==> config.mk <==
export PLATFORM = sky130hd
export DESIGN_NAME = bba_ram
export DESIGN_NICKNAME = d
export VERILOG_FILES = /design/src/hw/rtl/bba_ram.sv
export SDC_FILE = /design/constraint.sdc
export NUM_CORES = 1
export LEC_CHECK = 0
export CELL_PAD_IN_SITES_DETAIL_PLACEMENT = 1
export CELL_PAD_IN_SITES_GLOBAL_PLACEMENT = 2
export CORE_MARGIN = 4
export CORE_UTILIZATION = 36
export DETAILED_ROUTE_END_ITERATION = 7
export DONT_BUFFER_PORTS = 1
export PLACE_DENSITY = 0.62
export REMOVE_ABC_BUFFERS = 1
export SYNTH_ARGS = -nofsm -noshare
export SYNTH_HDL_FRONTEND = slang
export SYNTH_SLANG_ARGS = --single-unit
==> constraint.sdc <==
create_clock -name clk_i -period 1.3 [get_ports clk_i]
set_clock_uncertainty 0.2 [all_clocks]
set_input_delay 0.13 -clock clk_i [delete_from_list [all_inputs] [get_ports clk_i]]
set_output_delay 0.13 -clock clk_i [all_outputs]
set_load 0.01 [all_outputs]
==> src/hw/rtl/bba_ram.sv <==
// Simple dual-port RAM: one write and one registered read per cycle.
// Depends on bba_pkg for nothing but house conventions; standalone.
`timescale 1ns / 1ps
`default_nettype none

module bba_ram #(
  parameter int DEPTH = 2,
  parameter int WIDTH = 8,
  parameter int AW    = 1
) (
  input  logic             clk_i,
  input  logic             we_i,
  input  logic [AW-1:0]    waddr_i,
  input  logic [WIDTH-1:0] wdata_i,
  input  logic [AW-1:0]    raddr_i,
  output logic [WIDTH-1:0] rdata_o
);

  logic [WIDTH-1:0] mem [DEPTH];
  logic [WIDTH-1:0] rdata_q;

  // Write port
  always_ff @(posedge clk_i) begin
    if (we_i) begin
      mem[waddr_i] <= wdata_i;
    end
  end

  // Registered read port
  always_ff @(posedge clk_i) begin
    rdata_q <= mem[raddr_i];
  end

  assign rdata_o = rdata_q;

endmodule

`default_nettype wire

==> impl_metrics.env <==
export IMPL_overflow=0
export IMPL_syn2layout_area_growth_pct=23.0
export IMPL_switching_power_uw=266
export IMPL_synth_warning_count=0
export IMPL_slowest_delay_ns=0.53
export IMPL_io_buffers=0
export IMPL_cts_hold_fix_buffers=9
export IMPL_outcome="finished, violations left"
export IMPL_antenna_found_initial=0
export IMPL_crit_arrival_ns=0.99
export IMPL_core_area_um2=2020
export IMPL_clock_latency_ns=0.31
export IMPL_slowest_stage="dlygate4sd3_1"
export IMPL_syn_avg_cell_area_um2=22.4
export IMPL_critical_path_buf_inv_count=2
export IMPL_ant_nets=0
export IMPL_cts_tree="yes"
export IMPL_die_area_um2=2990
export IMPL_preCtsSetupSlack_ns=0.266
export IMPL_routed_wl_um=1080
export IMPL_drt_iter0_markers=10
export IMPL_num_vias=337
export IMPL_cts_buffer_depth=2
export IMPL_power_density_nw_per_um2=1560
export IMPL_finalCritPeriodShare_pct=88.8
export IMPL_start_kind="primary input"
export IMPL_hold_class="in -> reg"
export IMPL_max_cap_viol_count=0
export IMPL_cts_sinks=24
export IMPL_crit_path_cell_trace="dlygate4sd3_1 > nor2b_1 > buf_4"
export IMPL_clk_pin_slew_ns=0.13
export IMPL_hold_worst_slack_ns=-0.241
export IMPL_worst_setup_path_type="in -> reg"
export IMPL_grt_pass1_wl_um=1770
export IMPL_synth_area_um2=785
export IMPL_fmax_mhz=867
export IMPL_layout_common_cells="edfxtp_1 (16), dlygate4sd3_1 (9), mux2_4 (8), dfxtp_1 (8), clkbuf_4 (3)"
export IMPL_chipHeight_um=54.7
export IMPL_h_tree_depth=1
export IMPL_worstReg2RegStart="mem[0][3]"
export IMPL_dp_cells=63
export IMPL_seq_power_share_pct=59.9
export IMPL_setup_tns_ns=0
export IMPL_clkPwrFrac_pct=35.0
export IMPL_syn_inst=35
export IMPL_drc=0
export IMPL_num_antenna_cells=0
export IMPL_hold_start="raddr_i"
export IMPL_firstDrtPassIters=4
export IMPL_startpoint="waddr_i"
export IMPL_period_minus_slack_ns=1.15
export IMPL_cts_root_buffer="clkbuf_4"
export IMPL_rsz0062_at_grt="no"
export IMPL_viasPerCell=4.43
export IMPL_final_hold_viol_count=8
export IMPL_worst_pin_slew_ns=0.375
export IMPL_setup_viol=0
export IMPL_power_internal_uw=1240
export IMPL_grt_pass1_vias=379
export IMPL_grt_usage_pct=9.11
export IMPL_required_ns=1.14
export IMPL_failed_checks="negative hold slack"
export IMPL_post_drt_wl_per_cell_um=14.3
export IMPL_start_util_pct=38.8
export IMPL_die_w_um=54.7
export IMPL_slew_violations=0
export IMPL_setup_slack_ns=0.146
export IMPL_end_kind="flop"
export IMPL_layout_commonest_cell="edfxtp_1"
export IMPL_place_congestion=0.606
export IMPL_final_cells=76
export IMPL_core_rowCount=16
export IMPL_fin_area_um2=965
export IMPL_leakage_uw=0.000364
export IMPL_switching_share_pct=17.6
export IMPL_cp_top_family="buffers and inverters"
export IMPL_cp_max_fo=5
export IMPL_ios=20
export IMPL_grt_max_degree=15
export IMPL_peakVddDrop_uv=1320
export IMPL_cts_setup_buffers=0
export IMPL_synth_seq_cells=24
export IMPL_slew_headroom_pct=75.0
export IMPL_pwr_share_comb_pct=5.2
export IMPL_cts_buffers=3
export IMPL_dpl_cell_area_um2=822
export IMPL_final_nets=62
export IMPL_drive_gt1_share_pct=28.6
export IMPL_yosys_cell_types_count=6
export IMPL_ys_seq_area_share_pct=81.7
[registers in the layout, indices dropped and copies added (netlist names)]
register / cells
mem: 16
rdata_o: 8
[repair_timing]
action,CTS,global route
hold endpoints to repair,32,8
setup endpoints to repair,0,0
resized for setup,0,0
[logic make-up (layout without fill, tap and decap cells)]
kind of cell,Yosys count,count (layout),share of synthesized area [%]
AND/OR/NAND/NOR,2,2,1.60
multiplexers,8,8,15.3
flip-flops,24,24,81.7
buffers and inverters,1,15,1.44
[cells in the mapped netlist, drive strengths merged]
cell type	number	area share, %
and2	1	0.80
buf	1	1.4
edfxtp	16	61
dfxtp	8	20
mux2	8	15
nor2b	1	0.80
[stage by stage]
stage                     total power (uW)  utilization, %  hold slack [ns]
after global routing                  1590            47.7           -0.276
after CTS                             1530            47.7           -0.255
after detailed placement               978            40.7           0.0290
after floorplan                        960               -           0.0289
final                                 1510            47.7           -0.241
after global placement                 973            40.7           0.0290
[path summary, 6_finish.rpt]
path	end	slack (ns)	depth (start not counted)
min	rdata_o[4]	-0.24	1
max reg2reg	rdata_o[3]	0.34	1
min reg2reg	rdata_o[6]	0.28	1
max	mem[0][7]	0.15	3
[cell type report]
type | count | area, um^2
clock buffer | 3 | 22.5
clock inverter | 1 | 30.0
fill | 193 | 1060
multi-input combinational | 10 | 133
sequential | 24 | 641
tap | 27 | 33.8
timing repair buffer | 11 | 105
[power groups by stage]
| stage | combinational (uW) | clock [uW] | sequential, uW |
|---|---|---|---|
| floorplan | 44.5 | 0 | 915 |
| global placement | 52.8 | 0 | 920 |
| detailed placement | 54.5 | 0 | 924 |
| CTS | 79.2 | 550 | 905 |
| global route | 84.5 | 599 | 910 |
| finish | 77.7 | 528 | 903 |
[metal layers]
layer  up-vias  wire [um]  global-route usage, %
met5         -          0                      0
met4         0          0                   2.49
met3         0        103                   5.99
met2        14        594                   15.6
met1       168        386                   8.95
li1        155          -                      -
Power figures use the tool's default switching activity.
