--- config.mk ---
export PLATFORM = sky130hd
export DESIGN_NAME = bba_ffz
export DESIGN_NICKNAME = d
export VERILOG_FILES = /design/src/hw/rtl/bba_pkg.sv /design/src/hw/rtl/bba_ffz.sv
export SDC_FILE = /design/constraint.sdc
export NUM_CORES = 1
export LEC_CHECK = 0
export BUFFER_PORTS_ARGS = -buffer_cell sky130_fd_sc_hd__buf_2
export CORE_MARGIN = 2
export CORE_UTILIZATION = 30
export DETAILED_ROUTE_END_ITERATION = 10
export GPL_TIMING_DRIVEN = 0
export PLACE_DENSITY = 0.64
export SYNTH_ARGS = -nofsm -noshare
export SYNTH_HDL_FRONTEND = slang
export SYNTH_SLANG_ARGS = --single-unit
--- constraint.sdc ---
create_clock -name vclk -period 2.4
set_clock_uncertainty 0.2 [all_clocks]
set_input_delay 0.48 -clock vclk [all_inputs]
set_output_delay 0.48 -clock vclk [all_outputs]
set_load 0.03 [all_outputs]
--- src/hw/rtl/bba_pkg.sv ---
// Package for the bitmap block allocator: default sizes, status codes and
// sequencer states. No dependencies.
`timescale 1ns / 1ps
`default_nettype none

package bba_pkg;

  // Default sizing
  localparam int NUM_BLOCKS_DEF      = 65536;
  localparam int RESERVED_BLOCKS_DEF = 66;
  localparam int WORD_BITS_DEF       = 64;

  // Transfer field widths
  localparam int IDX_W    = 16;
  localparam int STATUS_W = 2;

  // Summary rows and the shared find-first-zero unit are 64 bits wide
  localparam int SUM_BITS   = 64;
  localparam int SUM_SHIFT  = 6;
  localparam int FIND_W     = 64;
  localparam int FIND_POS_W = 6;

  // Result status codes
  typedef enum logic [STATUS_W-1:0] {
    STATUS_DONE = 2'd0,
    STATUS_FULL = 2'd1,
    STATUS_ZERO = 2'd2
  } status_e;

  // Sequencer states
  typedef enum logic [3:0] {
    BBA_CLEAR,
    BBA_IDLE,
    BBA_TOP,
    BBA_SUM,
    BBA_MAP,
    BBA_DIV,
    BBA_FRD,
    BBA_FWR,
    BBA_RESP
  } bba_state_e;

endpackage

`default_nettype wire

--- src/hw/rtl/bba_ffz.sv ---
// Shared find-first-zero unit: lowest clear bit of a 64-bit word.
// Depends on bba_pkg.
`timescale 1ns / 1ps
`default_nettype none

module bba_ffz import bba_pkg::*; (
  input  logic [FIND_W-1:0]     word_i,
  output logic                  found_o,
  output logic [FIND_POS_W-1:0] pos_o
);

  // Scan from the top so the lowest clear bit wins
  always_comb begin
    found_o = ~&word_i;
    pos_o   = '0;
    for (int i = FIND_W - 1; i >= 0; i--) begin
      if (!word_i[i]) begin
        pos_o = FIND_POS_W'(i);
      end
    end
  end

endmodule

`default_nettype wire

==> out/results.md, run 1 <==
| Item | This run | Unit |
|---|---|---|
| Result of the run | finished, violations left | - |
| Violated checks | setup timing | - |
| Cells along the critical path | buf_6 -> nand4_1 -> or2_1 -> nor2_1 -> o21ai_1 -> a311o_1 -> a311oi_4 -> buf_6 | - |
| Shortest clock period the worst path allows after layout | 2467 | ps |
| Net count after synthesis | 211 | - |
| Initial core utilization | 31.87 | % |
| Cell with the most instances on the worst path | sky130_fd_sc_hd__buf_6 | - |
| Critical path's largest stage delay | 310 | ps |
| Die Span X | 55.30 | um |
| Total I/O pin count | 71 | - |
| Count of hold-fix buffers inserted at cts | 0 | - |
| Number of optimization iterations in the first detailed-route pass | 4 | - |
| Synth Cell Area | 789.5 | um2 |
| Violation count after the first detailed-routing iteration | 37 | - |
| Die footprint | 3058 | um2 |
| Congestion Overflow GR | 0 | - |
| Average size of a mapped cell | 5.371 | um2 |
| Core area | 2477 | um2 |
| Vias per Instance | 5.442 | - |
| First-pass GRT wire length | 4871 | um |
| Number of nets at the end of the flow | 287 | - |
| Number of clock buffers in the layout | 0 | - |
| Initial antenna violation count | 0 | - |
| Tightest Hold Check Type | in -> out | - |
| Dominant cells by area after synthesis | sky130_fd_sc_hd__nand2_1, sky130_fd_sc_hd__nand4_1, sky130_fd_sc_hd__o21ai_0 | - |
| Filler Cells Inserted | 262 | - |
| Source of the critical timing path | word_i[48] | - |
| Most frequent standard cell in the layout excluding fill and tap cells | sky130_fd_sc_hd__buf_2 | - |
| Post-Place Cells | 248 | - |
| DIE HEIGHT | 55.30 | um |
| Crit-path max FO | 4 | - |
| Class of the most critical setup path | in -> out | - |
| GRT Total Usage | 17.83 | % |
| Final worst setup slack | -66.65 | ps |
| Wire per inst | 10.95 | um |
| Most area-hungry cell type in the Yosys netlist | sky130_fd_sc_hd__nand2_1 | - |
| Placed wire-length estimate after detailed placement | 2443 | um |
| Required time at the endpoint of the critical path | 1720 | ps |
| Sort of element at the start of the critical path | primary input | - |
| Endpoint arrival time on the critical path | 1790 | ps |
| Peak supply drop | 0.07477 | mV |
| Worst slew margin | 77.00 | % |
| Worst-margin pin slew | 344.7 | ps |
| Power density of the placed cells | 126.8 | nW/um2 |
| End point of the critical path | pos_o[3] | - |
| Final estimated routing congestion in global placement | 0.8380 | - |
| Sequential cell count of the final layout | 0 | - |
| Residual DRC count | 0 | - |
| RSZ-0062 raised after global routing | true | - |
| Storage element area | 0 | um2 |
| LEAKAGE | 0.6213 | nW |
| Total routed wirelength | 2748 | um |
| Synth-to-layout area growth | 68.46 | % |
| WHS Path Cells | 4 | - |
| Count of endpoints failing hold in the final timing report | 0 | - |
| Start point of the worst min-delay path | word_i[4] | - |
| Unique cell type count in the Yosys netlist | 31 | - |
| Crit. End Element | output port | - |
| Area share of the largest cell type after synthesis | 13.31 | % |
| Number of setup violations in the final report | 1 | - |
| Cells after Synth | 147 | - |
| Max Slew Vio Count | 0 | - |
| Commonest cells after routing, fill and taps aside | sky130_fd_sc_hd__buf_2, sky130_fd_sc_hd__nand2_1, sky130_fd_sc_hd__nor2_1 | - |
| Number of diodes added for antenna fixing | 0 | - |
| Period utilisation layout | 102.8 | % |
| Layout cells sized above 1 | 38.46 | % |
| Via count of the first global-routing pass | 1256 | - |
| Summed negative setup slack over all endpoints | -66.65 | ps |
| Count of yosys warnings during synthesis | 0 | - |
| Maximum frequency from static timing analysis | 0.4054 | GHz |
| Combined area of the multi-input logic cells | 804.5 | um2 |
| Number of maximum-capacitance violations | 0 | - |
| Final ANT Viol Nets | 0 | - |
| Core Rows | 18 | - |
| Maximum number of pins on one net before global-route repair | 6 | - |
| Register area share after synthesis | 0 | % |
| Critical-path top delay cell | sky130_fd_sc_hd__a311o_1 | - |
| Final cell count without fillers | 251 | - |
| Port buffer count | 71 | - |
| Vias after detailed routing | 1366 | - |
repair_timing:
action | 4_1_cts | 5_1_grt
resized for setup | 13 | 16
endpoints found under the setup margin | 2 | 5
buffers inserted | 0 | 3
pin swaps | 2 | 12
worst min-delay path by stage:
stage / to / slack (ps)
after detailed placement: pos_o[0] / 1260
after floorplan: pos_o[3] / 980
after CTS: pos_o[0] / 1230
final: pos_o[3] / 1230
after global routing: pos_o[3] / 1250
after global placement: pos_o[0] / 1260
synthesized netlist by cell type:
cell type,n
sky130_fd_sc_hd__nand2_1,28
sky130_fd_sc_hd__nor2_1,16
sky130_fd_sc_hd__nand4_1,14
sky130_fd_sc_hd__o21ai_0,14
sky130_fd_sc_hd__inv_1,11
sky130_fd_sc_hd__a21oi_1,9
sky130_fd_sc_hd__nand3_1,9
sky130_fd_sc_hd__nor3_1,5
sky130_fd_sc_hd__a211oi_1,4
sky130_fd_sc_hd__a31oi_1,4
sky130_fd_sc_hd__nand2b_1,4
sky130_fd_sc_hd__a21o_1,3
sky130_fd_sc_hd__and3_1,3
sky130_fd_sc_hd__a21boi_0,2
sky130_fd_sc_hd__a311oi_1,2
sky130_fd_sc_hd__nor2b_1,2
sky130_fd_sc_hd__o2111ai_1,2
sky130_fd_sc_hd__o31ai_1,2
sky130_fd_sc_hd__a2111oi_0,1
sky130_fd_sc_hd__a2bb2oi_1,1
sky130_fd_sc_hd__a311o_1,1
sky130_fd_sc_hd__and2b_2,1
sky130_fd_sc_hd__and4_1,1
sky130_fd_sc_hd__nand4b_1,1
sky130_fd_sc_hd__nor3_4,1
sky130_fd_sc_hd__nor4_1,1
sky130_fd_sc_hd__o211ai_1,1
sky130_fd_sc_hd__o21a_1,1
sky130_fd_sc_hd__o21ai_1,1
sky130_fd_sc_hd__o221ai_1,1
sky130_fd_sc_hd__or2_0,1
worst max-delay path, delay by kind of cell:
| family | cells | cell delay, ps |
|---|---|---|
| AO/OA/AOI/OAI | 3 | 590 |
| AND/OR/NAND/NOR | 3 | 460 |
| buffers and inverters | 2 | 250 |
layer usage:
metal  wire length (um)  vias up  track usage [%]
li1                   -      714                -
met1               1195      589            22.10
met2               1297       61            33.16
met3                240        2            2.342
met4                 14        0            2.439
met5                  0        -                0
through the flow:
stage	total power [mW]	utilization (%)	setup WS, ps	cell area (um2)	hold WS (ps)
2_1_floorplan	0.05951	-	79.35	807.0	978.9
3_3_place_gp	0.1490	48.43	-156.2	1200	1264
3_5_place_dp	0.1492	48.43	-155.0	1200	1260
4_1_cts	0.1591	50.96	-77.09	1262	1232
5_1_grt	0.1896	53.69	-158.1	1330	1250
6_report	0.1686	53.69	-66.65	1330	1229
where the power goes:
group          leakage, nW  switching [mW]  total (mW)  internal (mW)
clock                    0               0           0              0
combinational        0.621          0.0888       0.169         0.0798
sequential               0               0           0              0
total                0.621          0.0888       0.169         0.0798
final cells by class:
type | instances | share of cell area (%)
multi-input cells | 136 | 60.49
repair buffers | 74 | 33.58
inverters | 11 | 3.104
well taps | 30 | 2.822
logic make-up (layout without fill, tap and decap cells):
logic type,count (synthesis),count (layout),share of synthesized area [%]
compound gates,49,49,39.78
buf+inv,11,85,5.230
simple gates,87,87,54.99
Power figures use the tool's default switching activity.
==> run 2: changes to the inputs <==
- RECOVER_POWER: default -> 100
- SETUP_SLACK_MARGIN: default -> 0.05
==> run 2 against run 1 <==
  * The run still ends with setup timing left
  * Non-clock buffer count unchanged
  * Combinational power up 8%
  * Sequential cell count unchanged
  * Critical path depth unchanged
  * Power up 8.4%
  * Die area unchanged
  * Final area up 5.6%
  * Critical path type unchanged
==> out/results.md, run 2 (synthesis gave the netlist of run 1 again) <==
| Item | This run | Unit | Delta |
|---|---|---|---|
| Maximum number of pins on one net before global-route repair | 6 | - | unchanged |
| Tightest Hold Check Type | in -> out | - |  |
| Worst-margin pin slew | 341.9 | ps | -2.766 ps |
| Summed negative setup slack over all endpoints | -69.11 | ps | -2.460 ps |
| Sequential cell count of the final layout | 0 | - | unchanged |
| Period utilisation layout | 102.9 | % | about the same |
| GRT Total Usage | 17.93 | % | +0.097 points |
| Via count of the first global-routing pass | 1262 | - | +0.48% |
| Final ANT Viol Nets | 0 | - | unchanged |
| Vias after detailed routing | 1379 | - | +0.95% |
| Placed wire-length estimate after detailed placement | 2443 | um | unchanged |
| Peak supply drop | 0.07620 | mV | +1.9% |
| Source of the critical timing path | word_i[48] | - |  |
| Total routed wirelength | 2948 | um | +7.3% |
| Post-route design area | 1404 | um2 | +5.6% |
| DIE HEIGHT | 55.30 | um | unchanged |
| Layout cells sized above 1 | 41.63 | % | +3.2 points |
| Number of clock buffers in the layout | 0 | - | unchanged |
| Final worst setup slack | -69.11 | ps | -2.460 ps |
| Class of the most critical setup path | in -> out | - |  |
| Violation count after the first detailed-routing iteration | 28 | - | -24% |
| Hold Slack | 1234 | ps | +4.900 ps |
| Count of endpoints failing hold in the final timing report | 0 | - | unchanged |
| Congestion Overflow GR | 0 | - | unchanged |
| Wire per inst | 11.75 | um | +7.3% |
| Synth-to-layout area growth | 77.81 | % |  |
| Port buffer count | 71 | - | unchanged |
| Worst slew margin | 77.18 | % | +0.18 points |
| Core Rows | 18 | - | unchanged |
| Initial core utilization | 31.87 | % | unchanged |
| Storage element area | 0 | um2 | unchanged |
| Endpoint arrival time on the critical path | 1790 | ps | about the same |
| GR met1 Demand/Resource | 22.24 | % | +0.14 points |
| Most frequent standard cell in the layout excluding fill and tap cells | sky130_fd_sc_hd__buf_2 | - |  |
| Worst Setup Slack post-DPL | -155.0 | ps | unchanged |
| Post-Route Utilization | 56.67 | % | +3.0 points |
| Shortest clock period the worst path allows after layout | 2469 | ps | +2.460 ps |
| Required time at the endpoint of the critical path | 1720 | ps | about the same |
| Power density of the placed cells | 130.2 | nW/um2 | +2.7% |
| Number of maximum-capacitance violations | 0 | - | unchanged |
| Sort of element at the start of the critical path | primary input | - |  |
| End point of the critical path | pos_o[3] | - |  |
| Die footprint | 3058 | um2 | unchanged |
| Max Slew Vio Count | 0 | - | unchanged |
| Commonest cells after routing, fill and taps aside | sky130_fd_sc_hd__buf_2, sky130_fd_sc_hd__nand2_1, sky130_fd_sc_hd__nand4_1, sky130_fd_sc_hd__buf_6, sky130_fd_sc_hd__nor2_1 | - |  |
| Number of setup violations in the final report | 1 | - | unchanged |
| Result of the run | finished, violations left | - |  |
| Vias per Instance | 5.494 | - | +0.95% |
| GR Layer Usage met2 | 33.33 | % | +0.17 points |
| Crit. End Element | output port | - |  |
| Standard cell area after detailed placement | 1200 | um2 | unchanged |
| Most crowded layer after global routing | met2 | - |  |
| RSZ-0062 raised after global routing | true | - |  |
| LEAKAGE | 0.6413 | nW | +3.2% |
| First-pass GRT wire length | 4912 | um | +0.84% |
| Final estimated routing congestion in global placement | 0.8380 | - | unchanged |
| Violated checks | setup timing | - |  |
| Number of nets at the end of the flow | 287 | - | unchanged |
| Global routing met3 resource utilization | 2.342 | % | unchanged |
| Number of diodes added for antenna fixing | 0 | - | unchanged |
| Core area | 2477 | um2 | unchanged |
| Start point of the worst min-delay path | word_i[4] | - |  |
| Crit-path max FO | 4 | - | unchanged |
| Maximum frequency from static timing analysis | 0.4050 | GHz | about the same |
| Total I/O pin count | 71 | - | unchanged |
| Residual DRC count | 0 | - | unchanged |
| Count of hold-fix buffers inserted at cts | 0 | - | unchanged |
| Number of optimization iterations in the first detailed-route pass | 4 | - | unchanged |
| Initial antenna violation count | 0 | - | unchanged |
| Die Span X | 55.30 | um | unchanged |
[run 2: worst max-delay path, cell delays in order]
cell and delay, ps:
sky130_fd_sc_hd__buf_6 80, sky130_fd_sc_hd__nand4_1 100, sky130_fd_sc_hd__or2_1 250, sky130_fd_sc_hd__nor2_1 110, sky130_fd_sc_hd__o21ai_1 60, sky130_fd_sc_hd__a311o_1 310, sky130_fd_sc_hd__a311oi_4 220, sky130_fd_sc_hd__buf_6 170
[run 2: timing repair]
action,4_1_cts,5_1_grt
buffers inserted,0,3
resized for setup,17,37
setup endpoints to repair,3,7
pin swaps,5,18
[run 2: routing by layer]
layer / wire [um] / share of wire (%)
met1: 1256 / 43
met4: 25 / 0.85
met5: 0 / 0
met3: 256 / 8.7
met2: 1409 / 48
[run 2: worst min-delay path by stage]
stage                           to  cells past startpoint
final                     pos_o[3]                      4
after global routing      pos_o[3]                      4
after CTS                 pos_o[0]                      5
after detailed placement  pos_o[0]                      5
after global placement    pos_o[0]                      5
after floorplan           pos_o[3]                      2
[run 2: final cells by class]
| cell class | count | area [um2] |
|---|---|---|
| repair buffers | 74 | 498.0 |
| fillers | 246 | 1074 |
| multi-input cells | 136 | 827.0 |
| well taps | 30 | 37.54 |
| inverters | 11 | 41.29 |
[run 2: through the flow]
step / total power, mW / std cells
5_1_grt: 0.2038 / 251
6_report: 0.1828 / 251
4_1_cts: 0.1624 / 248
3_5_place_dp: 0.1492 / 248
3_3_place_gp: 0.1490 / 248
2_1_floorplan: 0.05951 / 147
[run 2: report_power, final]
| group | internal (mW) | leakage [nW] | switching, mW |
|---|---|---|---|
| Combinational | 0.0896 | 0.641 | 0.0932 |
| Clock | 0 | 0 | 0 |
| Sequential | 0 | 0 | 0 |
